`src/hrrt_pkg.sv`:
```
`timescale 1ns / 1ps
`default_nettype none

package hrrt_pkg;

   // Structural defaults
   localparam int TRIM_WINDOW_DEFAULT   = 5;
   localparam int HISTORY_DEPTH_DEFAULT = 3;
   localparam int RESTING_DEPTH_DEFAULT = 3;

   // Event codes
   localparam logic [2:0] FUNC_SAMPLE  = 3'd0;
   localparam logic [2:0] FUNC_TIMEOUT = 3'd1;
   localparam logic [2:0] FUNC_START   = 3'd2;
   localparam logic [2:0] FUNC_JUDGE   = 3'd3;
   localparam logic [2:0] FUNC_OPEN    = 3'd4;
   localparam logic [2:0] FUNC_CLOSE   = 3'd5;
   localparam logic [2:0] FUNC_CLEAR   = 3'd6;

   // Sensor commands
   localparam logic [1:0] CMD_NONE  = 2'd0;
   localparam logic [1:0] CMD_START = 2'd1;
   localparam logic [1:0] CMD_STOP  = 2'd2;

   // Register indexes
   localparam logic [2:0] REG_START_INTERVAL = 3'd0;
   localparam logic [2:0] REG_JUDGE_INTERVAL = 3'd1;
   localparam logic [2:0] REG_REST_PERIODS   = 3'd2;
   localparam logic [2:0] REG_OFF_TOUCH      = 3'd3;
   localparam logic [2:0] REG_UPPER_LIMIT    = 3'd4;
   localparam logic [2:0] REG_FLOOR          = 3'd5;
   localparam logic [2:0] REG_MAX_SPREAD     = 3'd6;

   // Register reset values
   localparam logic [7:0]  START_INTERVAL_RESET = 8'd2;
   localparam logic [7:0]  JUDGE_INTERVAL_RESET = 8'd6;
   localparam logic [15:0] REST_PERIODS_RESET   = 16'd3;
   localparam logic [7:0]  OFF_TOUCH_RESET      = 8'd3;
   localparam logic [7:0]  UPPER_LIMIT_RESET    = 8'd120;
   localparam logic [7:0]  FLOOR_RESET          = 8'd30;
   localparam logic [7:0]  MAX_SPREAD_RESET     = 8'd80;

   localparam logic [7:0] RATE_NONE = 8'hFF;

   typedef struct packed {
      logic [2:0]  func;
      logic [7:0]  heart_rate;
      logic        touching;
      logic [15:0] step_total;
   } req_type;

   typedef struct packed {
      logic [7:0] log_heart_rate;
      logic [7:0] resting_heart_rate;
      logic       monitoring_active;
      logic [1:0] sensor_command;
   } rsp_type;

endpackage

`default_nettype wire

```
`src/heart_rate_rest_tracker.sv`:
```
`timescale 1ns / 1ps
`default_nettype none

// Heart rate rest tracker. Every request transaction is one event (second sample,
// window timeout, start minute, judge minute, open, close, clear) and returns exactly
// one response transaction with the logged rate, the resting rate, the active flag
// and a sensor command. One event is taken per clock while request ready is high; its
// response is registered, and the rate is set by the combinational state update
// (trimmed window mean, history minimum and candidate average all resolve in one
// pass). A result register plus a one-entry skid buffer let a new request in
// while an earlier response still waits; request ready drops only when both hold
// data. Configuration registers sit on an APB-style port at byte address 4*index
// and must only be written while the block is idle.
module heart_rate_rest_tracker #(
   parameter int TRIM_WINDOW   = hrrt_pkg::TRIM_WINDOW_DEFAULT,
   parameter int HISTORY_DEPTH = hrrt_pkg::HISTORY_DEPTH_DEFAULT,
   parameter int RESTING_DEPTH = hrrt_pkg::RESTING_DEPTH_DEFAULT
) (
   input  wire logic              clock,
   input  wire logic              reset,
   input  wire logic              req_valid,
   output      logic              req_ready,
   input  wire hrrt_pkg::req_type req_data,
   output      logic              rsp_valid,
   input  wire logic              rsp_ready,
   output      hrrt_pkg::rsp_type rsp_data,
   input  wire logic              psel,
   input  wire logic              penable,
   input  wire logic              pwrite,
   input  wire logic [4:0]        paddr,
   input  wire logic [31:0]       pwdata,
   output      logic [31:0]       prdata,
   output      logic              pready
);

   import hrrt_pkg::*;

   localparam int TRIM_DIVISOR = TRIM_WINDOW - 2;
   localparam int WIN_FILL_W   = $clog2(TRIM_WINDOW + 1);
   localparam int HIST_FILL_W  = $clog2(HISTORY_DEPTH + 1);
   localparam int CAND_FILL_W  = $clog2(RESTING_DEPTH + 1);
   localparam int WIN_SUM_W    = 8 + $clog2(TRIM_WINDOW);
   localparam int CAND_SUM_W   = 8 + $clog2(RESTING_DEPTH);

   // Divide by a small constant through a rounded-up reciprocal; three spare
   // fraction bits keep the floor exact for every divisor up to eight.
   localparam int WIN_DIV_SHIFT  = WIN_SUM_W + 3;
   localparam int WIN_DIV_RECIP  = ((1 << WIN_DIV_SHIFT) + TRIM_DIVISOR - 1) / TRIM_DIVISOR;
   localparam int WIN_PROD_W     = WIN_SUM_W + WIN_DIV_SHIFT;
   localparam int CAND_DIV_SHIFT = CAND_SUM_W + 3;
   localparam int CAND_DIV_RECIP =
      ((1 << CAND_DIV_SHIFT) + RESTING_DEPTH - 1) / RESTING_DEPTH;
   localparam int CAND_PROD_W    = CAND_SUM_W + CAND_DIV_SHIFT;

   // ---------------------------------------------------------------------------
   // Configuration registers
   // ---------------------------------------------------------------------------
   logic [7:0]  start_interval_ff, judge_interval_ff, off_touch_limit_ff;
   logic [7:0]  upper_limit_ff, floor_ff, max_spread_ff;
   logic [15:0] rest_periods_ff;
   logic        cfg_write;
   logic [2:0]  cfg_index;

   assign pready    = 1'b1;
   assign cfg_index = paddr[4:2];
   assign cfg_write = psel && penable && pwrite;

   always_ff @(posedge clock) begin
      if (reset) begin
         start_interval_ff  <= START_INTERVAL_RESET;
         judge_interval_ff  <= JUDGE_INTERVAL_RESET;
         rest_periods_ff    <= REST_PERIODS_RESET;
         off_touch_limit_ff <= OFF_TOUCH_RESET;
         upper_limit_ff     <= UPPER_LIMIT_RESET;
         floor_ff           <= FLOOR_RESET;
         max_spread_ff      <= MAX_SPREAD_RESET;
      end else if (cfg_write) begin
         case (cfg_index)
            REG_START_INTERVAL: start_interval_ff  <= pwdata[7:0];
            REG_JUDGE_INTERVAL: judge_interval_ff  <= pwdata[7:0];
            REG_REST_PERIODS:   rest_periods_ff    <= pwdata[15:0];
            REG_OFF_TOUCH:      off_touch_limit_ff <= pwdata[7:0];
            REG_UPPER_LIMIT:    upper_limit_ff     <= pwdata[7:0];
            REG_FLOOR:          floor_ff           <= pwdata[7:0];
            REG_MAX_SPREAD:     max_spread_ff      <= pwdata[7:0];
            default: ;
         endcase
      end
   end

   always_comb begin
      case (cfg_index)
         REG_START_INTERVAL: prdata = {24'd0, start_interval_ff};
         REG_JUDGE_INTERVAL: prdata = {24'd0, judge_interval_ff};
         REG_REST_PERIODS:   prdata = {16'd0, rest_periods_ff};
         REG_OFF_TOUCH:      prdata = {24'd0, off_touch_limit_ff};
         REG_UPPER_LIMIT:    prdata = {24'd0, upper_limit_ff};
         REG_FLOOR:          prdata = {24'd0, floor_ff};
         REG_MAX_SPREAD:     prdata = {24'd0, max_spread_ff};
         default:            prdata = 32'd0;
      endcase
   end

   // ---------------------------------------------------------------------------
   // Tracker state
   // ---------------------------------------------------------------------------
   logic [7:0]             win_ff [TRIM_WINDOW];
   logic [7:0]             win_in [TRIM_WINDOW];
   logic [WIN_FILL_W-1:0]  win_fill_ff, win_fill_in;
   logic [7:0]             hist_ff [HISTORY_DEPTH];
   logic [7:0]             hist_in [HISTORY_DEPTH];
   logic [HIST_FILL_W-1:0] hist_fill_ff, hist_fill_in;
   logic [7:0]             cand_ff [RESTING_DEPTH];
   logic [7:0]             cand_in [RESTING_DEPTH];
   logic [CAND_FILL_W-1:0] cand_fill_ff, cand_fill_in;
   logic [7:0]             off_touch_ff, off_touch_in;
   logic                   active_ff, active_in;
   logic [15:0]            still_ff, still_in;
   logic [15:0]            last_steps_ff, last_steps_in;
   logic                   first_judge_ff, first_judge_in;
   logic [7:0]             logged_ff, logged_in;
   logic [7:0]             resting_ff, resting_in;
   logic [7:0]             start_div_ff, start_div_in;
   logic [7:0]             judge_div_ff, judge_div_in;
   logic [1:0]             cmd;

   // datapath helpers
   logic                   touch_lost;
   logic [7:0]             win_max, win_min, hist_min, spread, avg_rate, win_avg;
   logic [WIN_SUM_W-1:0]   win_sum, win_trim;
   logic [WIN_PROD_W-1:0]  win_prod;
   logic [CAND_SUM_W-1:0]  cand_sum;
   logic [CAND_PROD_W-1:0] cand_prod;

   // handshake
   logic    accept, rsp_taken;
   logic    skid_valid_ff;
   rsp_type skid_ff;
   rsp_type rsp_data_ff;
   rsp_type result;

   assign req_ready = !skid_valid_ff;
   assign accept    = req_valid && req_ready;
   assign rsp_taken = rsp_valid && rsp_ready;

   assign touch_lost = !req_data.touching && (off_touch_ff >= off_touch_limit_ff);

   // Trimmed window mean: whole window, stale entries included.
   always_comb begin
      win_max = win_ff[0];
      win_min = win_ff[0];
      win_sum = '0;
      for (int k = 0; k < TRIM_WINDOW; k++) begin
         if (win_ff[k] > win_max) win_max = win_ff[k];
         if (win_ff[k] < win_min) win_min = win_ff[k];
         win_sum = win_sum + WIN_SUM_W'(win_ff[k]);
      end
      win_trim = win_sum - WIN_SUM_W'(win_max) - WIN_SUM_W'(win_min);
      win_prod = WIN_PROD_W'(win_trim) * WIN_PROD_W'(WIN_DIV_RECIP);
      win_avg  = win_prod[WIN_DIV_SHIFT +: 8];
   end

   // History minimum and candidate statistics for the judge step.
   always_comb begin
      hist_min = hist_ff[0];
      for (int k = 1; k < HISTORY_DEPTH; k++) begin
         if (hist_ff[k] < hist_min) hist_min = hist_ff[k];
      end
      cand_sum = '0;
      for (int k = 0; k < RESTING_DEPTH; k++) begin
         cand_sum = cand_sum + CAND_SUM_W'(cand_ff[k]);
      end
      cand_prod = CAND_PROD_W'(cand_sum) * CAND_PROD_W'(CAND_DIV_RECIP);
      avg_rate  = cand_prod[CAND_DIV_SHIFT +: 8];
      if (cand_ff[RESTING_DEPTH-1] >= cand_ff[0]) begin
         spread = cand_ff[RESTING_DEPTH-1] - cand_ff[0];
      end else begin
         spread = cand_ff[0] - cand_ff[RESTING_DEPTH-1];
      end
   end

   // Next-state logic for one event.
   always_comb begin
      win_in        = win_ff;
      win_fill_in   = win_fill_ff;
      hist_in       = hist_ff;
      hist_fill_in  = hist_fill_ff;
      cand_in       = cand_ff;
      cand_fill_in  = cand_fill_ff;
      off_touch_in  = off_touch_ff;
      active_in     = active_ff;
      still_in      = still_ff;
      last_steps_in = last_steps_ff;
      first_judge_in = first_judge_ff;
      logged_in     = logged_ff;
      resting_in    = resting_ff;
      start_div_in  = start_div_ff;
      judge_div_in  = judge_div_ff;
      cmd           = CMD_NONE;

      case (req_data.func)
         FUNC_SAMPLE: begin
            if (active_ff) begin
               if (touch_lost) begin
                  logged_in = 8'd0;
                  active_in = 1'b0;
                  cmd       = CMD_STOP;
               end else begin
                  if (off_touch_ff != 8'hFF) off_touch_in = off_touch_ff + 8'd1;
                  // push into window, sliding once full
                  if (win_fill_ff >= WIN_FILL_W'(TRIM_WINDOW)) begin
                     for (int k = 0; k < TRIM_WINDOW - 1; k++) win_in[k] = win_ff[k+1];
                     win_in[TRIM_WINDOW-1] = req_data.heart_rate;
                  end else begin
                     for (int k = 0; k < TRIM_WINDOW; k++) begin
                        if (WIN_FILL_W'(k) == win_fill_ff) win_in[k] = req_data.heart_rate;
                     end
                     win_fill_in = win_fill_ff + WIN_FILL_W'(1);
                  end
               end
            end
         end
         FUNC_TIMEOUT: begin
            if (active_ff) begin
               active_in = 1'b0;
               cmd       = CMD_STOP;
               if (touch_lost) begin
                  logged_in = 8'd0;
               end else begin
                  if (hist_fill_ff >= HIST_FILL_W'(HISTORY_DEPTH)) begin
                     for (int k = 0; k < HISTORY_DEPTH - 1; k++) hist_in[k] = hist_ff[k+1];
                     hist_in[HISTORY_DEPTH-1] = req_data.heart_rate;
                  end else begin
                     for (int k = 0; k < HISTORY_DEPTH; k++) begin
                        if (HIST_FILL_W'(k) == hist_fill_ff) hist_in[k] = req_data.heart_rate;
                     end
                     hist_fill_in = hist_fill_ff + HIST_FILL_W'(1);
                  end
                  logged_in = win_avg;
               end
            end
         end
         FUNC_START: begin
            if (start_div_ff != 8'hFF) start_div_in = start_div_ff + 8'd1;
            if (start_div_in >= start_interval_ff) begin
               start_div_in = 8'd0;
               win_fill_in  = '0;
               off_touch_in = 8'd0;
               active_in    = 1'b1;
               cmd          = CMD_START;
            end
         end
         FUNC_JUDGE: begin
            if (judge_div_ff != 8'hFF) judge_div_in = judge_div_ff + 8'd1;
            if (judge_div_in >= judge_interval_ff) begin
               judge_div_in = 8'd0;
               if (first_judge_ff) begin
                  first_judge_in = 1'b0;
                  still_in       = 16'd0;
                  last_steps_in  = req_data.step_total;
               end else begin
                  if (req_data.step_total != last_steps_ff) begin
                     still_in      = 16'd0;
                     last_steps_in = req_data.step_total;
                  end else if (still_ff != 16'hFFFF) begin
                     still_in = still_ff + 16'd1;
                  end
                  if (hist_fill_ff >= HIST_FILL_W'(HISTORY_DEPTH)) begin
                     if (cand_fill_ff < CAND_FILL_W'(RESTING_DEPTH)) begin
                        // collect another candidate
                        for (int k = 0; k < RESTING_DEPTH; k++) begin
                           if (CAND_FILL_W'(k) == cand_fill_ff) cand_in[k] = hist_min;
                        end
                        cand_fill_in = cand_fill_ff + CAND_FILL_W'(1);
                     end else if (spread > max_spread_ff) begin
                        // too much drift: start over
                        still_in       = 16'd0;
                        first_judge_in = 1'b1;
                        cand_fill_in   = '0;
                        hist_fill_in   = '0;
                     end else if (still_in >= rest_periods_ff) begin
                        if (avg_rate < upper_limit_ff) begin
                           if (avg_rate < floor_ff) begin
                              if (floor_ff < resting_ff) resting_in = floor_ff;
                           end else if (avg_rate < resting_ff) begin
                              resting_in = avg_rate;
                           end
                        end
                        still_in       = 16'd0;
                        first_judge_in = 1'b1;
                        cand_fill_in   = '0;
                        hist_fill_in   = '0;
                     end
                  end
               end
            end
         end
         FUNC_OPEN: begin
            cand_fill_in   = '0;
            logged_in      = 8'd0;
            still_in       = 16'd0;
            last_steps_in  = 16'd0;
            first_judge_in = 1'b1;
            hist_fill_in   = '0;
            win_fill_in    = '0;
            off_touch_in   = 8'd0;
            active_in      = 1'b1;
            for (int k = 0; k < RESTING_DEPTH; k++) cand_in[k] = 8'd0;
            for (int k = 0; k < HISTORY_DEPTH; k++) hist_in[k] = 8'd0;
            cmd = CMD_START;
         end
         FUNC_CLOSE: begin
            active_in = 1'b0;
            cmd       = CMD_STOP;
         end
         FUNC_CLEAR: begin
            resting_in = RATE_NONE;
            logged_in  = RATE_NONE;
         end
         default: ;
      endcase

      result.log_heart_rate     = logged_in;
      result.resting_heart_rate = resting_in;
      result.monitoring_active  = active_in;
      result.sensor_command     = cmd;
   end

   // Commit state on every accepted transaction.
   always_ff @(posedge clock) begin
      if (reset) begin
         for (int k = 0; k < TRIM_WINDOW; k++) win_ff[k] <= 8'd0;
         for (int k = 0; k < HISTORY_DEPTH; k++) hist_ff[k] <= 8'd0;
         for (int k = 0; k < RESTING_DEPTH; k++) cand_ff[k] <= 8'd0;
         win_fill_ff    <= '0;
         hist_fill_ff   <= '0;
         cand_fill_ff   <= '0;
         off_touch_ff   <= 8'd0;
         active_ff      <= 1'b0;
         still_ff       <= 16'd0;
         last_steps_ff  <= 16'd0;
         first_judge_ff <= 1'b1;
         logged_ff      <= RATE_NONE;
         resting_ff     <= RATE_NONE;
         start_div_ff   <= 8'd0;
         judge_div_ff   <= 8'd0;
      end else if (accept) begin
         win_ff         <= win_in;
         hist_ff        <= hist_in;
         cand_ff        <= cand_in;
         win_fill_ff    <= win_fill_in;
         hist_fill_ff   <= hist_fill_in;
         cand_fill_ff   <= cand_fill_in;
         off_touch_ff   <= off_touch_in;
         active_ff      <= active_in;
         still_ff       <= still_in;
         last_steps_ff  <= last_steps_in;
         first_judge_ff <= first_judge_in;
         logged_ff      <= logged_in;
         resting_ff     <= resting_in;
         start_div_ff   <= start_div_in;
         judge_div_ff   <= judge_div_in;
      end
   end

   // Response register with a one-entry skid behind it.
   logic rsp_valid_ff;
   assign rsp_valid = rsp_valid_ff;
   assign rsp_data  = rsp_data_ff;

   always_ff @(posedge clock) begin
      if (reset) begin
         rsp_valid_ff  <= 1'b0;
         skid_valid_ff <= 1'b0;
      end else begin
         if (!rsp_valid_ff || rsp_taken) begin
            // output slot frees up: refill from skid first, else from a new event
            if (skid_valid_ff) begin
               rsp_valid_ff  <= 1'b1;
               skid_valid_ff <= 1'b0;
            end else begin
               rsp_valid_ff <= accept;
            end
         end else if (accept) begin
            skid_valid_ff <= 1'b1;
         end
      end
   end

   always_ff @(posedge clock) begin
      if (!rsp_valid_ff || rsp_taken) begin
         if (skid_valid_ff) begin
            rsp_data_ff <= skid_ff;
         end else if (accept) begin
            rsp_data_ff <= result;
         end
      end else if (accept) begin
         skid_ff <= result;
      end
   end

endmodule

`default_nettype wire
```
`config.mk`:
```
export PLATFORM = sky130hd
export DESIGN_NAME = heart_rate_rest_tracker
export DESIGN_NICKNAME = d
export VERILOG_FILES = /design/src/hrrt_pkg.sv /design/src/heart_rate_rest_tracker.sv
export SDC_FILE = /design/constraint.sdc
export NUM_CORES = 1
export LEC_CHECK = 0
export ABC_AREA = 0
export BUFFER_PORTS_ARGS = -buffer_cell sky130_fd_sc_hd__buf_2
export CAP_MARGIN = 20
export CORE_ASPECT_RATIO = 0.8
export CORE_MARGIN = 4
export CORE_UTILIZATION = 55
export DETAILED_ROUTE_END_ITERATION = 6
export GPL_ROUTABILITY_DRIVEN = 0
export HOLD_SLACK_MARGIN = 0.06
export PLACE_DENSITY = 0.76
export SYNTH_ARGS = -nofsm -noshare
export SYNTH_HDL_FRONTEND = slang
export SYNTH_SLANG_ARGS = --single-unit
```
`constraint.sdc`:
```
create_clock -name clock -period 13.6 [get_ports clock]
set_clock_uncertainty 0.15 [all_clocks]
set_input_delay 1.36 -clock clock [delete_from_list [all_inputs] [get_ports clock]]
set_output_delay 1.36 -clock clock [all_outputs]
set_load 0.01 [all_outputs]
```
==> results.cfg <==
[worst_setup_path]
setup.worst_path.start = win_ff[33]
critPathMaxFanout = 7
startpoint_type = flop
critical_path_arrival_ns = 15.18
path_class = reg -> reg
end_kind = flop
path_buf_inv = 7
cpMaxStageDelayCell = fa_2
critPathMaxStageDelay_ns = 0.53
reg2reg_from = win_ff[33]
cp_top_family = compound AO/OA/AOI/OAI gates
critPathRequiredTime_ns = 13.79

[timing]
setup_ws_ns = -1.382
rsz0062_at_grt = yes
post-route-period-util_pct = 110.2
fmax_mhz = 66.74
maxSlewViolCount = 0
tightestPinTransition_ns = 1.059
post-route-min-period_ns = 14.98
finalHoldViolCount = 0
max-slew-margin-rel_pct = 29.14
setup_tns_ns = -26.77
finalSetupViolCount = 24

[die]
coreArea_mm2 = 0.04200
initial_utilization_pct = 55.92
dieArea_mm2 = 0.04610
fp-row-count = 67
die_y_um = 192.8
die_w_um = 239.0
ios = 126

[cts]
clockBufferDepth = 3
cts-htree-levels = 1
cts_made_buffers = 30
cts_sinks = 273
clk_pin_slew_ns = 0.06
hold_buffers = 0
cts_tree = done
root_buffer = clkbuf_16
clk_latency_ns = 0.60

[outcome]
violations = setup timing
outcome = finished, violations left

[yosys]
yosysWarnings = 0
synthAdderAreaFrac_pct = 26.00
syn_inst = 2740
synth_compound_area_share_pct = 18.36
synth.area.mux_share_pct = 5.940
synth_ff_type = dfxtp_1
synth_top_family_by_area = adder cells
ys_types = 85
yosys.area_share.simple_pct = 15.06
synth_xor_area_share_pct = 2.573
synth-edff-count = 38
synth_seq_cells = 273
yosysSeqAreaShare_pct = 24.89
synth_async_sr_flop_share_pct = 0
avgSynthCellArea_um2 = 8.572
syn_area_mm2 = 0.02349

[route]
dr.first_iter.drc_count = 2157
vias = 21310
vias_per_cell = 5.978
wl_um = 65810
wl_per_cell_um = 18.46
detail-route-antenna-nets = 0
dr.pass1.iters = 6
drc = 0

[global_route]
grt-ovfl-total = 0
track_usage_pct = 27.42
grt_pass1_vias = 20860
grt_max_degree = 103
grt_pass1_wl_um = 104800
grt_antenna_before_repair = 0

[finish]
fin_area_mm2 = 0.02751
drive_gt1_share_pct = 17.09
diodes = 0
final_nets = 3484
final_cells = 3565
syn_to_final_growth_pct = 17.12

[place]
placed_cell_area_mm2 = 0.02585
post-place-ws_ns = -1.157
dp_hpwl_um = 49870
numPortBuffers = 90
placedCellCount = 3472

[min_path]
hold_start = rest_periods_ff[11]
hp-class = reg -> reg

[flow_run]
maxCapViolations = 0
final timing paths:
path	to	slack, ns	depth (start not counted)
worst max-delay path	rsp_data[18]	-1.38	66
worst min-delay path	rest_periods_ff[11]	0.31	2
worst max register to register	rsp_data[18]	-1.38	66
worst min register to register	rest_periods_ff[11]	0.31	2
sequential cells by signal, summed over array words and instances (netlist names), 3 cells and up:
signal / count
hist_ff: 24
logged_ff: 8
floor_ff: 8
win_fill_ff: 3
still_ff: 16
max_spread_ff: 8
rsp_data: 19
start_interval_ff: 8
judge_interval_ff: 8
off_touch_ff: 8
judge_div_ff: 8
cand_ff: 24
win_ff: 40
resting_ff: 8
start_div_ff: 8
upper_limit_ff: 8
off_touch_limit_ff: 8
rest_periods_ff: 16
skid_ff: 19
last_steps_ff: 16
layout make-up:
| class | instances | area (um^2) |
|---|---|---|
| clock buffers | 40 | 829.5 |
| multi-input cells | 2054 | 16600 |
| flip-flops and latches | 273 | 5857 |
| inverters | 321 | 1205 |
| fillers | 3336 | 14490 |
| clock inverters | 15 | 173.9 |
| well taps | 552 | 690.7 |
| repair buffers | 310 | 2148 |
cells in the final DEF (no fill, tap or decap), drive strengths merged, types with 14 or more instances in the layout:
master  netlist  routed
nor3         55      55
a211oi       47      47
inv         319     321
and3         27      27
nor2b        29      29
fa          110     110
conb          2      17
mux2         25      25
nand2b       37      37
ha          312     312
o211ai       23      23
nand2       222     222
nand4        26      26
o21ai        88      88
a22oi        24      24
edfxtp       38      38
mux2i       109     109
xor2         33      33
nor2        246     246
o31ai        35      35
clkbuf       80      41
buf          27     308
o21a         29      29
dfxtp       235     235
nor4         20      20
nand3        57      57
a21o         55      55
a21oi       210     210
xnor2        36      36
a31oi        14      14
Yosys cell counts (8+ instances only):
cell type / count / area (um^2)
inv_1: 319 / 1197
ha_1: 312 / 3904
nor2_1: 244 / 915.9
dfxtp_1: 235 / 4705
nand2_1: 222 / 833.3
a21oi_1: 207 / 1036
fa_1: 110 / 2202
mux2i_1: 109 / 1091
o21ai_0: 84 / 420.4
clkbuf_1: 79 / 296.5
nand3_1: 57 / 285.3
a21o_1: 55 / 412.9
nor3_1: 55 / 275.3
a211oi_1: 47 / 352.8
edfxtp_1: 38 / 1141
nand2b_1: 37 / 231.5
xnor2_1: 36 / 315.3
o31ai_1: 35 / 262.8
xor2_1: 33 / 289.0
nor2b_1: 29 / 181.4
o21a_1: 29 / 217.7
and3_1: 27 / 168.9
nand4_1: 26 / 162.7
mux2_2: 25 / 281.5
a22oi_1: 23 / 172.7
o211ai_1: 23 / 172.7
nor4_1: 18 / 112.6
buf_4: 17 / 127.6
a31oi_1: 14 / 87.58
o31a_1: 13 / 113.9
or3_1: 12 / 75.07
a21boi_0: 10 / 75.07
o21bai_1: 9 / 67.56
a211o_1: 8 / 70.07
and4_1: 8 / 70.07
buf_1: 8 / 30.03
o211a_1: 8 / 80.08
stage by stage:
step | hold slack (ns) | util (%)
finish | 0.3057 | 65.50
CTS | 0.3054 | 64.64
global route | 0.3197 | 65.50
floorplan | 0.2863 | -
global placement | 0.2924 | 61.50
detailed placement | 0.2969 | 61.56
metal layers:
metal	up-vias	global-route usage, %	routed length [um]
met5	-	0	0
met4	0	5.414	1396
met3	132	5.958	6465
met2	890	44.05	29100
met1	10200	38.40	28850
li1	10090	-	-
worst min-delay path, delay by kind of cell (launching register included):
family | cells | cell delay (ns)
simple gates | 1 | 0.05
flops | 1 | 0.31
compound gates | 1 | 0.05
cells by family after synthesis:
kind of cell	count (synthesis)
and+or+nand+nor	764
xor gates and xnor gates	69
muxes	135
DFF	273
other	2
adders and majority gates	422
AOI/OAI and AO/OA	647
buffers and inverters	428
timing repair:
action,CTS,global route
hold endpoints to repair,0,0
buffers inserted,15,19
gates resized for setup,49,38
setup endpoints to repair,24,24
pin swaps,24,38
gates cloned,0,1
Power is left out: the tool's default activity adds up to more than one toggle a clock period on the data nets, which glitch-free logic cannot reach.
